## src/sv/nmearmc_pkg.sv

```systemverilog
package nmearmc_pkg;

   localparam int LINE_LIMIT = 128;
   localparam int MAX_FIELDS = 16;

   localparam logic [7:0] CHAR_DOLLAR = 8'h24;
   localparam logic [7:0] CHAR_CR     = 8'h0D;
   localparam logic [7:0] CHAR_LF     = 8'h0A;
   localparam logic [7:0] CHAR_COMMA  = 8'h2C;
   localparam logic [7:0] CHAR_STAR   = 8'h2A;
   localparam logic [7:0] CHAR_DOT    = 8'h2E;
   localparam logic [7:0] CHAR_ZERO   = 8'h30;
   localparam logic [7:0] CHAR_NINE   = 8'h39;
   localparam logic [7:0] CHAR_UPPER_A = 8'h41;
   localparam logic [7:0] CHAR_UPPER_F = 8'h46;
   localparam logic [7:0] CHAR_STATUS_OK = 8'h41;

   localparam logic [4:0] FLD_TYPE   = 5'd0;
   localparam logic [4:0] FLD_TIME   = 5'd1;
   localparam logic [4:0] FLD_STATUS = 5'd2;
   localparam logic [4:0] FLD_LAT    = 5'd3;
   localparam logic [4:0] FLD_LON    = 5'd5;
   localparam logic [4:0] FLD_DATE   = 5'd9;

   localparam logic [2:0] TYPE_DONE = 3'd5;
   localparam logic [2:0] TYPE_BAD  = 3'd6;
   localparam logic [2:0] SUM_DONE  = 3'd2;
   localparam logic [2:0] SUM_BAD   = 3'd7;

   localparam logic [2:0] COORD_FRAC_END = 3'd5;
   localparam logic [1:0] TIME_FRAC_END  = 2'd3;

   localparam logic [29:0] LAT_CAP   = 30'd99999999;
   localparam logic [29:0] LON_CAP   = 30'd999999999;
   localparam logic [11:0] YEAR_BASE = 12'd2000;

   localparam int RSP_TDATA_W = 112;

   typedef logic [3:0] digit_type;
   typedef logic [5:0][3:0] six_digit_type;

   typedef struct packed {
      logic [29:0] longitude;
      logic [26:0] latitude;
      logic [11:0] year;
      logic [6:0]  month;
      logic [6:0]  day;
      logic [6:0]  hundredths;
      logic [6:0]  second;
      logic [6:0]  minute;
      logic [6:0]  hour;
   } rsp_data_type;

   typedef struct packed {
      logic         updated;
      rsp_data_type data;
   } rsp_item_type;

   function automatic logic [7:0] type_char(input logic [2:0] idx);
      logic [7:0] ch;
      unique case (idx)
         3'd0:    ch = 8'h47;
         3'd1:    ch = 8'h50;
         3'd2:    ch = 8'h52;
         3'd3:    ch = 8'h4D;
         3'd4:    ch = 8'h43;
         default: ch = 8'h00;
      endcase
      return ch;
   endfunction

   function automatic logic [6:0] two_digits(input digit_type tens, input digit_type units);
      logic [6:0] t;
      t = {3'b000, tens};
      return (t << 3) + (t << 1) + {3'b000, units};
   endfunction

   // integer digits scale the whole value by ten, fraction digits add at their weight
   function automatic logic [29:0] coord_step(input logic [29:0] acc, input logic [2:0] fc,
                                              input digit_type d, input logic [29:0] cap);
      logic [34:0] wide;
      logic [34:0] sum;
      logic [34:0] weight;
      wide = {5'b00000, acc};
      unique case (fc)
         3'd1:    weight = 35'd1000;
         3'd2:    weight = 35'd100;
         3'd3:    weight = 35'd10;
         default: weight = 35'd1;
      endcase
      if (fc == 3'd0) begin
         sum = (wide << 3) + (wide << 1) + ({31'd0, d} * 35'd10000);
      end else begin
         sum = wide + ({31'd0, d} * weight);
      end
      return (sum > {5'b00000, cap}) ? cap : sum[29:0];
   endfunction

endpackage

```

## src/sv/nmearmc_rsp_buf.sv

```systemverilog
module nmearmc_rsp_buf (
   input  logic                       clock,
   input  logic                       reset,
   input  logic                       push,
   input  nmearmc_pkg::rsp_item_type  push_item,
   output logic                       in_ready,
   output logic                       out_valid,
   output nmearmc_pkg::rsp_item_type  out_item,
   input  logic                       out_ready
);
   import nmearmc_pkg::*;

   logic         main_valid_ff, main_valid_in;
   logic         skid_valid_ff, skid_valid_in;
   rsp_item_type main_ff, main_in;
   rsp_item_type skid_ff, skid_in;
   logic         pop;

   assign pop       = main_valid_ff & out_ready;
   assign in_ready  = ~skid_valid_ff;
   assign out_valid = main_valid_ff;
   assign out_item  = main_ff;

   always_comb begin
      main_valid_in = main_valid_ff;
      skid_valid_in = skid_valid_ff;
      main_in       = main_ff;
      skid_in       = skid_ff;
      if (!main_valid_ff) begin
         if (push) begin
            main_valid_in = 1'b1;
            main_in       = push_item;
         end
      end else if (pop) begin
         if (skid_valid_ff) begin
            main_in       = skid_ff;
            skid_valid_in = 1'b0;
         end else if (push) begin
            main_in = push_item;
         end else begin
            main_valid_in = 1'b0;
         end
      end else if (push) begin
         skid_valid_in = 1'b1;
         skid_in       = push_item;
      end
   end

   always_ff @(posedge clock) begin
      if (reset) begin
         main_valid_ff <= 1'b0;
         skid_valid_ff <= 1'b0;
      end else begin
         main_valid_ff <= main_valid_in;
         skid_valid_ff <= skid_valid_in;
      end
      main_ff <= main_in;
      skid_ff <= skid_in;
   end

endmodule

```

## src/sv/nmea_rmc_sentence_parser_unit.sv

```systemverilog
// NMEA RMC sentence parser.
// Input channel req_*: one received character per transfer in req_tdata.
// '$' starts a sentence, '\n' is ignored, '\r' closes it and produces one
// result; characters past the line limit are dropped.
// Result channel rsp_*: rsp_tuser is set when the sentence was a checked GPRMC
// with status A and replaced the kept time, date and coordinates; rsp_tdata
// always carries the kept values (the fresh ones when rsp_tuser is set).
// Unless the output stalls, the result is valid in the cycle after the '\r' transfer.
// Throughput: one character per cycle unless the skid is full; every character is
// handled by one layer of logic between the sentence state registers and the result
// register, including the multiply-by-ten of the coordinate accumulators.
// A stalled receiver holds the result in the output register while a skid
// register takes one more; req_tready drops only while the skid is full.
// Reset clears the sentence state, empties both result registers and sets
// the kept values to zero with year 2000.
module nmea_rmc_sentence_parser_unit (
   input  logic                                 clock,
   input  logic                                 reset,
   input  logic                                 req_tvalid,
   output logic                                 req_tready,
   input  logic [7:0]                           req_tdata,  // char_in
   output logic                                 rsp_tvalid,
   input  logic                                 rsp_tready,
   // hour, minute, second, hundredths, day, month, year, latitude, longitude
   output logic [nmearmc_pkg::RSP_TDATA_W-1:0]  rsp_tdata,
   output logic                                 rsp_tuser   // updated
);
   import nmearmc_pkg::*;

   logic          accept;
   logic [7:0]    ch;
   digit_type     dig;
   logic          is_digit;
   logic          hex_ok;
   logic [3:0]    hex_val;

   logic [7:0]    char_count_ff, char_count_in;
   logic [4:0]    field_ff, field_in;
   logic [7:0]    xor_ff, xor_in;
   logic          after_star_ff, after_star_in;
   logic [7:0]    rx_sum_ff, rx_sum_in;
   logic [2:0]    sum_cnt_ff, sum_cnt_in;
   logic [2:0]    type_ff, type_in;
   logic          status_a_ff, status_a_in;
   logic [1:0]    status_len_ff, status_len_in;
   six_digit_type time_ff, time_in;
   logic [1:0]    time_fc_ff, time_fc_in;
   digit_type     frac1_ff, frac1_in;
   digit_type     frac2_ff, frac2_in;
   six_digit_type date_ff, date_in;
   logic [26:0]   lat_ff, lat_in;
   logic [2:0]    lat_fc_ff, lat_fc_in;
   logic [29:0]   lon_ff, lon_in;
   logic [2:0]    lon_fc_ff, lon_fc_in;
   rsp_data_type  kept_ff, kept_in;

   logic          clear;
   logic          ok;
   logic          push;
   rsp_data_type  fresh;
   rsp_item_type  push_item;
   rsp_item_type  out_item;
   logic          buf_ready;

   assign accept   = req_tvalid & req_tready;
   assign ch       = req_tdata;
   assign dig      = ch[3:0];
   assign is_digit = (ch >= CHAR_ZERO) && (ch <= CHAR_NINE);
   assign hex_ok   = is_digit || ((ch >= CHAR_UPPER_A) && (ch <= CHAR_UPPER_F));
   assign hex_val  = is_digit ? ch[3:0] : (ch[3:0] + 4'd9);

   always_comb begin
      fresh.hour   = two_digits(time_ff[5], time_ff[4]);
      fresh.minute = two_digits(time_ff[3], time_ff[2]);
      fresh.second = two_digits(time_ff[1], time_ff[0]);
      unique case (time_fc_ff)
         2'd2:    fresh.hundredths = two_digits(frac1_ff, 4'd0);
         2'd3:    fresh.hundredths = two_digits(frac1_ff, frac2_ff);
         default: fresh.hundredths = 7'd0;
      endcase
      fresh.day       = two_digits(date_ff[5], date_ff[4]);
      fresh.month     = two_digits(date_ff[3], date_ff[2]);
      fresh.year      = YEAR_BASE + {5'd0, two_digits(date_ff[1], date_ff[0])};
      fresh.latitude  = lat_ff;
      fresh.longitude = lon_ff;
   end

   assign ok = (type_ff == TYPE_DONE) && status_a_ff && (status_len_ff == 2'd1) &&
               after_star_ff && (sum_cnt_ff == SUM_DONE) && (rx_sum_ff == xor_ff);

   assign push_item.updated = ok;
   assign push_item.data    = ok ? fresh : kept_ff;

   always_comb begin
      char_count_in = char_count_ff;
      field_in      = field_ff;
      xor_in        = xor_ff;
      after_star_in = after_star_ff;
      rx_sum_in     = rx_sum_ff;
      sum_cnt_in    = sum_cnt_ff;
      type_in       = type_ff;
      status_a_in   = status_a_ff;
      status_len_in = status_len_ff;
      time_in       = time_ff;
      time_fc_in    = time_fc_ff;
      frac1_in      = frac1_ff;
      frac2_in      = frac2_ff;
      date_in       = date_ff;
      lat_in        = lat_ff;
      lat_fc_in     = lat_fc_ff;
      lon_in        = lon_ff;
      lon_fc_in     = lon_fc_ff;
      kept_in       = kept_ff;
      clear         = 1'b0;
      push          = 1'b0;
      if (accept) begin
         priority if (ch == CHAR_DOLLAR) begin
            clear = 1'b1;
         end else if (ch == CHAR_LF) begin
            clear = 1'b0;
         end else if (ch == CHAR_CR) begin
            push  = 1'b1;
            clear = 1'b1;
            if (ok) begin
               kept_in = fresh;
            end
         end else if (char_count_ff < 8'(LINE_LIMIT)) begin
            char_count_in = char_count_ff + 8'd1;
            if (after_star_ff) begin
               if (!hex_ok || (sum_cnt_ff >= SUM_DONE)) begin
                  sum_cnt_in = SUM_BAD;
               end else begin
                  rx_sum_in  = {rx_sum_ff[3:0], hex_val};
                  sum_cnt_in = sum_cnt_ff + 3'd1;
               end
            end else if (ch == CHAR_STAR) begin
               after_star_in = 1'b1;
            end else begin
               xor_in = xor_ff ^ ch;
               if (ch == CHAR_COMMA) begin
                  if (field_ff < 5'(MAX_FIELDS)) begin
                     field_in = field_ff + 5'd1;
                  end
               end else begin
                  unique case (field_ff)
                     FLD_TYPE: begin
                        if ((type_ff < TYPE_DONE) && (ch == type_char(type_ff))) begin
                           type_in = type_ff + 3'd1;
                        end else begin
                           type_in = TYPE_BAD;
                        end
                     end
                     FLD_TIME: begin
                        if ((ch == CHAR_DOT) && (time_fc_ff == 2'd0)) begin
                           time_fc_in = 2'd1;
                        end else if (is_digit) begin
                           if (time_fc_ff == 2'd0) begin
                              time_in = {time_ff[4:0], dig};
                           end else if (time_fc_ff < TIME_FRAC_END) begin
                              if (time_fc_ff == 2'd1) begin
                                 frac1_in = dig;
                              end else begin
                                 frac2_in = dig;
                              end
                              time_fc_in = time_fc_ff + 2'd1;
                           end
                        end
                     end
                     FLD_STATUS: begin
                        if (status_len_ff == 2'd0) begin
                           status_a_in = (ch == CHAR_STATUS_OK);
                        end
                        if (status_len_ff < 2'd2) begin
                           status_len_in = status_len_ff + 2'd1;
                        end
                     end
                     FLD_LAT: begin
                        if ((ch == CHAR_DOT) && (lat_fc_ff == 3'd0)) begin
                           lat_fc_in = 3'd1;
                        end else if (is_digit && (lat_fc_ff < COORD_FRAC_END)) begin
                           lat_in = 27'(coord_step({3'b000, lat_ff}, lat_fc_ff, dig, LAT_CAP));
                           if (lat_fc_ff != 3'd0) begin
                              lat_fc_in = lat_fc_ff + 3'd1;
                           end
                        end
                     end
                     FLD_LON: begin
                        if ((ch == CHAR_DOT) && (lon_fc_ff == 3'd0)) begin
                           lon_fc_in = 3'd1;
                        end else if (is_digit && (lon_fc_ff < COORD_FRAC_END)) begin
                           lon_in = coord_step(lon_ff, lon_fc_ff, dig, LON_CAP);
                           if (lon_fc_ff != 3'd0) begin
                              lon_fc_in = lon_fc_ff + 3'd1;
                           end
                        end
                     end
                     FLD_DATE: begin
                        if (is_digit) begin
                           date_in = {date_ff[4:0], dig};
                        end
                     end
                     default: begin
                        type_in = type_ff;
                     end
                  endcase
               end
            end
         end
      end
      if (clear) begin
         char_count_in = '0;
         field_in      = '0;
         xor_in        = '0;
         after_star_in = 1'b0;
         rx_sum_in     = '0;
         sum_cnt_in    = '0;
         type_in       = '0;
         status_a_in   = 1'b0;
         status_len_in = '0;
         time_in       = '0;
         time_fc_in    = '0;
         frac1_in      = '0;
         frac2_in      = '0;
         date_in       = '0;
         lat_in        = '0;
         lat_fc_in     = '0;
         lon_in        = '0;
         lon_fc_in     = '0;
      end
   end

   always_ff @(posedge clock) begin
      if (reset) begin
         char_count_ff  <= '0;
         field_ff       <= '0;
         xor_ff         <= '0;
         after_star_ff  <= 1'b0;
         rx_sum_ff      <= '0;
         sum_cnt_ff     <= '0;
         type_ff        <= '0;
         status_a_ff    <= 1'b0;
         status_len_ff  <= '0;
         time_ff        <= '0;
         time_fc_ff     <= '0;
         frac1_ff       <= '0;
         frac2_ff       <= '0;
         date_ff        <= '0;
         lat_ff         <= '0;
         lat_fc_ff      <= '0;
         lon_ff         <= '0;
         lon_fc_ff      <= '0;
         // all kept values zero but the year
         kept_ff        <= {57'd0, YEAR_BASE, 42'd0};
      end else begin
         char_count_ff <= char_count_in;
         field_ff      <= field_in;
         xor_ff        <= xor_in;
         after_star_ff <= after_star_in;
         rx_sum_ff     <= rx_sum_in;
         sum_cnt_ff    <= sum_cnt_in;
         type_ff       <= type_in;
         status_a_ff   <= status_a_in;
         status_len_ff <= status_len_in;
         time_ff       <= time_in;
         time_fc_ff    <= time_fc_in;
         frac1_ff      <= frac1_in;
         frac2_ff      <= frac2_in;
         date_ff       <= date_in;
         lat_ff        <= lat_in;
         lat_fc_ff     <= lat_fc_in;
         lon_ff        <= lon_in;
         lon_fc_ff     <= lon_fc_in;
         kept_ff       <= kept_in;
      end
   end

   nmearmc_rsp_buf u_rsp_buf (
      .clock     (clock),
      .reset     (reset),
      .push      (push),
      .push_item (push_item),
      .in_ready  (buf_ready),
      .out_valid (rsp_tvalid),
      .out_item  (out_item),
      .out_ready (rsp_tready)
   );

   assign req_tready = buf_ready;
   assign rsp_tdata  = {1'b0, out_item.data};
   assign rsp_tuser  = out_item.updated;

endmodule

```

## config.mk

```make
export PLATFORM = sky130hd
export DESIGN_NAME = nmea_rmc_sentence_parser_unit
export DESIGN_NICKNAME = d
export VERILOG_FILES = /design/src/sv/nmearmc_pkg.sv /design/src/sv/nmearmc_rsp_buf.sv /design/src/sv/nmea_rmc_sentence_parser_unit.sv
export SDC_FILE = /design/constraint.sdc
export NUM_CORES = 2
export LEC_CHECK = 0
export BUFFER_PORTS_ARGS = -buffer_cell sky130_fd_sc_hd__buf_4
export CAP_MARGIN = 10
export CORE_UTILIZATION = 45
export DETAILED_ROUTE_END_ITERATION = 12
export PLACE_DENSITY = 0.73
export REMOVE_ABC_BUFFERS = 1
export SLEW_MARGIN = 20
export SYNTH_ARGS = -nofsm -noshare
export SYNTH_HDL_FRONTEND = slang
export SYNTH_HIERARCHICAL = 1
export SYNTH_SLANG_ARGS = --single-unit
export TNS_END_PERCENT = 1
```

## constraint.sdc

```tcl
create_clock -name clock -period 23.7 [get_ports clock]
set_input_delay 4.74 -clock clock [delete_from_list [all_inputs] [get_ports clock]]
set_output_delay 4.74 -clock clock [all_outputs]
set_load 0.005 [all_outputs]
```

[After elaboration in Yosys (flattened, before gate mapping)]
Index checks and enable logic that the tools add are counted.
W data, S select, Z words.
Storage, ports and cells
  bits in registers: 497
  bits of input ports: 12
  word-level logic and storage cells: 300
Operators by class
  add/subtract/negate cells: 30
  multiply operators: 3
  magnitude comparators: 14
  eq/ne operators: 32
  mux-type cells: 93
  bitwise gates (word level): 17
  reduce and logical (&&, ||, !) cells: 52
Operators by type and width (count)
  $mux W35: 46
  $mux W112: 4
  $mux W111: 1
  $mux W8: 9
  $mul A4 B35 Y35: 2
  $pmux W10 S3: 2
  $add A7 B4 Y7: 7
  $add A7 B5 Y7: 7
  $reduce_and A11 Y1: 4
  $add A27 B35 Y35: 1
  $add A30 B35 Y35: 1
  $add A34 B18 Y35: 1
  $gt A35 B27 Y1 const B: 1
  $gt A35 B30 Y1 const B: 1
  $pmux W7 S5: 1
  $add A33 B31 Y34: 1
  $add A31 B18 Y32: 1
  $eq A8 B6 Y1 const B: 4
  $add A30 B28 Y31: 1
  $mux W30: 1
  $reduce_and A10 Y1: 3
  $reduce_and A14 Y1: 2
  $mux W27: 1
  $mux W3: 8
  other kinds (54): 131

[Depth between registers and ports, before layout]
  depth in word-level cells: 30
  gate-level depth with buffers: 25
  depth with buffers taken out: 23

[Modules after synthesis]
Netlist, hierarchy kept.
By module, submodules not included
  nmea_rmc_sentence_parser_unit: times used 1, cells an instance 2918, area each 22450.3 um2, sequential area each 5425.2 um2
  nmearmc_rsp_buf: times used 1, cells an instance 610, area each 9203.8 um2, sequential area each 6766.5 um2

[Least setup slack after synthesis]
Ideal clock, no wire load.
  path kind: in2reg
  start point: in rsp_tready
  end point: reg u_rsp_buf/skid_ff[0] (netlist name), enable pin
  data arrival time: 12.241 ns
  required time: 23.117 ns
  slack: 10.875 ns
  stages on the path: 3
  buffers on the path: 0
  cells stage by stage: inv_1 -> nand2_1 -> nor2_1
On the way
  longest elaborated chain between the ends: 3
Ends and longest elaborated chain
  start, declared: RTL line nmea_rmc_sentence_parser_unit.sv:23  | input logic rsp_tready,
  $and A1 B1 Y1: RTL line nmearmc_rsp_buf.sv:19  | assign pop = main_valid_ff & out_ready;
  $not A1 Y1 (no line)
  $reduce_and A3 Y1 (no line)
  end signal, assigned: RTL line nmearmc_rsp_buf.sv:58  | skid_ff <= skid_in;
  end, declared: RTL line nmearmc_rsp_buf.sv:16  | rsp_item_type skid_ff, skid_in;
No other way between the ends.
A chain may end at the register's enable or synchronous reset.

[Worst setup path after layout]
  start point: in req_tdata[1]
  end point: reg lat_ff[7]
On the way
  longest elaborated chain between the ends: 16
  elaborated cells on any way between the ends: 41
  those cells by class: add/sub (2); mul (2); order compare (3); eq/ne (6); mux (17); bitwise (6); reduce/logical (5)
Ends and longest elaborated chain
  start, declared: RTL line nmea_rmc_sentence_parser_unit.sv:21  | input logic [7:0] req_tdata,
  $mul A4 B35 Y35 / $mul A4 B10 Y14 (equally long branches): RTL line nmearmc_pkg.sv:94, nmearmc_pkg.sv:92
  $add A27 B35 Y35 / $add A31 B18 Y32 (equally long branches): RTL line nmearmc_pkg.sv:94, nmearmc_pkg.sv:92
  $mux W35: RTL line nmearmc_pkg.sv:91  | if (fc == 3'd0) begin
  $mux W35: RTL line nmea_rmc_sentence_parser_unit.sv:180  | end else if (is_digit && (lat_fc_ff < COORD_FRAC_END)) begin
  $mux W35: RTL line nmea_rmc_sentence_parser_unit.sv:178  | if ((ch == CHAR_DOT) && (lat_fc_ff == 3'd0)) begin
  $mux W35: RTL line nmea_rmc_sentence_parser_unit.sv:145  | unique case (field_ff)
  $mux W35: RTL line nmea_rmc_sentence_parser_unit.sv:140  | if (ch == CHAR_COMMA) begin
  $mux W35: RTL line nmea_rmc_sentence_parser_unit.sv:136  | end else if (ch == CHAR_STAR) begin
  $mux W35: RTL line nmea_rmc_sentence_parser_unit.sv:129  | if (after_star_ff) begin
  $mux W35: RTL line nmea_rmc_sentence_parser_unit.sv:127  | end else if (char_count_ff < 8'(LINE_LIMIT)) begin
  $mux W35: RTL line nmea_rmc_sentence_parser_unit.sv:121  | end else if (ch == CHAR_CR) begin
  $mux W35: RTL line nmea_rmc_sentence_parser_unit.sv:119  | end else if (ch == CHAR_LF) begin
  $mux W35: RTL line nmea_rmc_sentence_parser_unit.sv:117  | priority if (ch == CHAR_DOLLAR) begin
  $mux W35: RTL line nmea_rmc_sentence_parser_unit.sv:116  | if (accept) begin
  $gt A35 B27 Y1: RTL line nmearmc_pkg.sv:96  | return (sum > {5'b00000, cap}) ? cap : sum[29:0];
  $mux W27: RTL line nmearmc_pkg.sv:96
  end signal, assigned: RTL line nmea_rmc_sentence_parser_unit.sv:269  | lat_ff <= lat_in;
  end, declared: RTL line nmea_rmc_sentence_parser_unit.sv:51  | logic [26:0] lat_ff, lat_in;
Parallel ways exist; a longest one is shown, timed or not. The select of a mux whose other input is x is not followed.

==> key figures <==
Outcome
  • Status: completed

Die
  • Die height: 267 um
  • Die area: 71400 um2
  • # IOs: 127
  • Starting Density: 0.458
  • Die W: 267 um
  • Core footprint: 69100 um2
  • Row count: 96

STA
  • Final setup viols: 0
  • Worst slew pin tran: 1.07 ns
  • Slew Viols, Final: 0
  • Slew headroom: 0.283
  • Final worst-path cycle share: 0.457
  • Fin Setup TNS: 0 ns
  • Final worst slack: 12.87 ns
  • Setup Skew: 0.0148 ns
  • Final hold vios: 0
  • RSZ-0062 raised after global routing: no
  • Max frequency: 92.3 MHz
  • Min Clock Period, post-route: 10.83 ns

Route
  • DRC viols: 0
  • DRT antenna net count: 0
  • Vias: 25000
  • DR pass1 iterations: 5
  • Initial DRC count: 1928
  • WL/cell: 17.3 um
  • Via density: 5.53
  • WL final: 78100 um

Worst setup path
  • CP Capture Type: register
  • Worst Path Required: 24.25 ns
  • Delay-heaviest family, CP: compound AO/OA/AOI/OAI gates
  • Worst Setup Path Type: input port to register
  • Critical-path cell list: buf_4, clkinv_1, nor2_1, nand2_1, fa_1, inv_1, fa_1, inv_1, fa_1, inv_1, ha_1, and2_1, a311oi_1, o31ai_1, nand3_1, xor2_1, o211ai_1, and3b_1, nand4_1, o21ai_1, o221a_2
  • Worst path max stage delay: 0.87 ns
  • Worst path slowest cell: o21ai_1
  • CP Launch Type: input port
  • Arr. time, crit path: 11.39 ns
  • Buf/Inv on CP: 5
  • Critical path fanouts, max: 22

Power and ir drop
  • Maximum vdd drop: 53.7 uV
  • P_leak: 14.1 nW
  • Pwr Density: 54.1 nW/um2

Placement
  • GP Congestion: 0.937
  • Dpl hpwl: 54400 um
  • DP Cell Count: 4420
  • Place WS: 12.25 ns
  • IO buf count: 125

Synth
  • Ys async rst share: 0
  • Mapped cell area: 31700 um2
  • Ys Warns: 6
  • FF+latch count, synth: 497
  • Seq/Total Area, Yosys: 0.385
  • Synth Area per Inst: 8.97 um2
  • EDFF count, synth: 224
  • Synth Flop Type: dfxtp_1
  • Post-synth cell types: 90
  • Post-Syn Instances: 3528

CTS
  • Post-CTS setup buffer count: 0
  • Total CTS buffers: 55
  • Hold buffers post-CTS: 0
  • # clock sinks: 497
  • Depth of the CTS H-tree: 2
  • CTS max path bufs: 3
  • Clk root buf: clkbuf_16
  • Worst skew pair latency: 0.62 ns
  • # resized after CTS: 0
  • CTS tree: built
  • Worst-path clk slew: 0.06 ns

Cells and area
  • Finished Layout Cells: 4525
  • Layout cells sized above 1: 0.0821
  • NumNets Final: 3887
  • Ant diodes: 0
  • Area growth from synthesis to layout: 10.2%

Global route
  • Vias in the first global route: 24100
  • GR Overflow Total: 0
  • Gr usage total: 0.217
  • Antenna violations before repair: 1
  • First-pass GRT wire length: 126000 um
  • Largest net degree at the start of global routing: 93

Worst hold path
  • Worst hold path class: register to register

Flow run
  • Max cap viols: 0
[sequential cells by signal, summed over array words and instances (netlist names), 2 cells and up]
name and count:
field_ff 5, xor_ff 8, u_rsp_buf/skid_ff 112, rx_sum_ff 8, lon_fc_ff 3, kept_ff 111, time_fc_ff 2, char_count_ff 8
type_ff 3, frac1_ff 4, lat_ff 27, date_ff 24, lon_ff 30, u_rsp_buf/out_item 112, status_len_ff 2, sum_cnt_ff 3
lat_fc_ff 3, frac2_ff 4, time_ff 24
[tightest hold or removal path: cells and delay by family, from the launching register on]
| kind | cells | cell delay, ns |
|---|---|---|
| flops | 1 | 0.31 |
| simple gates | 1 | 0.05 |
| compound gates | 1 | 0.05 |
[where the power goes]
| group | switching [mW] | internal (mW) | total, mW |
|---|---|---|---|
| sequential | 0.0124 | 0.911 | 0.923 |
| clock | 0.355 | 0.471 | 0.826 |
| combinational | 0.0804 | 0.0592 | 0.140 |
| total | 0.448 | 1.44 | 1.89 |
[metal layers]
metal  vias to the layer above  part of all wire  track usage
met5                         -                 0            0
met1                     11900              0.45        0.291
met2                       627              0.47        0.362
met3                       110             0.058       0.0331
li1                      12300                 -            -
met4                         0             0.021       0.0579
[cell type report]
cell class,count,area [um2]
fillers,6267,34200
multi-input cells,2646,17900
flip-flops and latches,497,12200
clock buffers,83,1570
well taps,931,1160
repair buffers,148,1110
inverters,199,754
clock inverters,21,165
[cells by family (layout without fill, tap and decap cells)]
group | Yosys count | in the layout | synth area share
simple gates | 1307 | 1307 | 0.180
buf+inv | 385 | 451 | 0.0503
xor+xnor | 125 | 125 | 0.0346
compound gates | 712 | 712 | 0.143
fa+ha+maj | 328 | 328 | 0.152
flops | 497 | 497 | 0.385
mux | 173 | 173 | 0.0549
other cells | 1 | 1 | 0.000118
[cell usage in the layout, fill, tap and decap left out, types with 14 or more instances in the layout]
master and n:
nand4_1 21, edfxtp_1 224, nor3_1 118, a211oi_1 30, nand3_1 57, fa_1 95
o21a_1 20, dfxtp_1 273, o21ai_0 221, nor2b_1 14, xor2_1 45, clkbuf_16 57
xnor2_1 80, clkbuf_1 21, o221a_2 20, mux2i_1 169, nor2_1 368, and3_1 39
o211ai_1 18, a21oi_1 163, a31oi_1 37, ha_1 233, and2_1 15, buf_4 148
a21o_1 58, inv_1 196, nand2_1 586, o21ai_1 22
[cell usage after synthesis, types with 25 or more instances]
master | n | area (um2)
clkbuf_1 | 128 | 480
buf_2 | 25 | 125
a211oi_1 | 30 | 225
nand2_1 | 588 | 2210
mux2i_1 | 169 | 1690
nor2_1 | 370 | 1390
ha_1 | 233 | 2920
xnor2_1 | 80 | 701
a31oi_1 | 37 | 231
nand3_1 | 57 | 285
a21o_1 | 58 | 435
fa_1 | 95 | 1900
nor3_1 | 119 | 596
and3_1 | 39 | 244
xor2_1 | 45 | 394
dfxtp_1 | 273 | 5470
inv_1 | 197 | 739
a21oi_1 | 163 | 816
o21ai_0 | 221 | 1110
edfxtp_1 | 224 | 6730
[path summary, 6_finish.rpt]
check / slack [ns] / cells after the start / end / startpoint
worst max-delay path: 12.87 / 21 / lat_ff[7] / req_tdata[1]
worst min-delay path: 0.46 / 2 / kept_ff[26] / kept_ff[26]
worst max register to register: 16.43 / 24 / lon_ff[11] / lon_fc_ff[1]
worst min register to register: 0.46 / 2 / kept_ff[26] / kept_ff[26]
[per-stage QoR]
| stage | utilization | total power [mW] | instance area, um2 | hold slack [ns] |
|---|---|---|---|---|
| global route | 0.505 | 1.95 | 34900 | 0.476 |
| detailed placement | 0.480 | 1.08 | 33100 | 0.448 |
| CTS | 0.505 | 1.91 | 34900 | 0.457 |
| floorplan | - | 1.02 | 30800 | 0.431 |
| global placement | 0.480 | 1.08 | 33100 | 0.441 |
| finish | 0.505 | 1.89 | 34900 | 0.456 |
No activity file was read; power rests on OpenSTA's default activity.
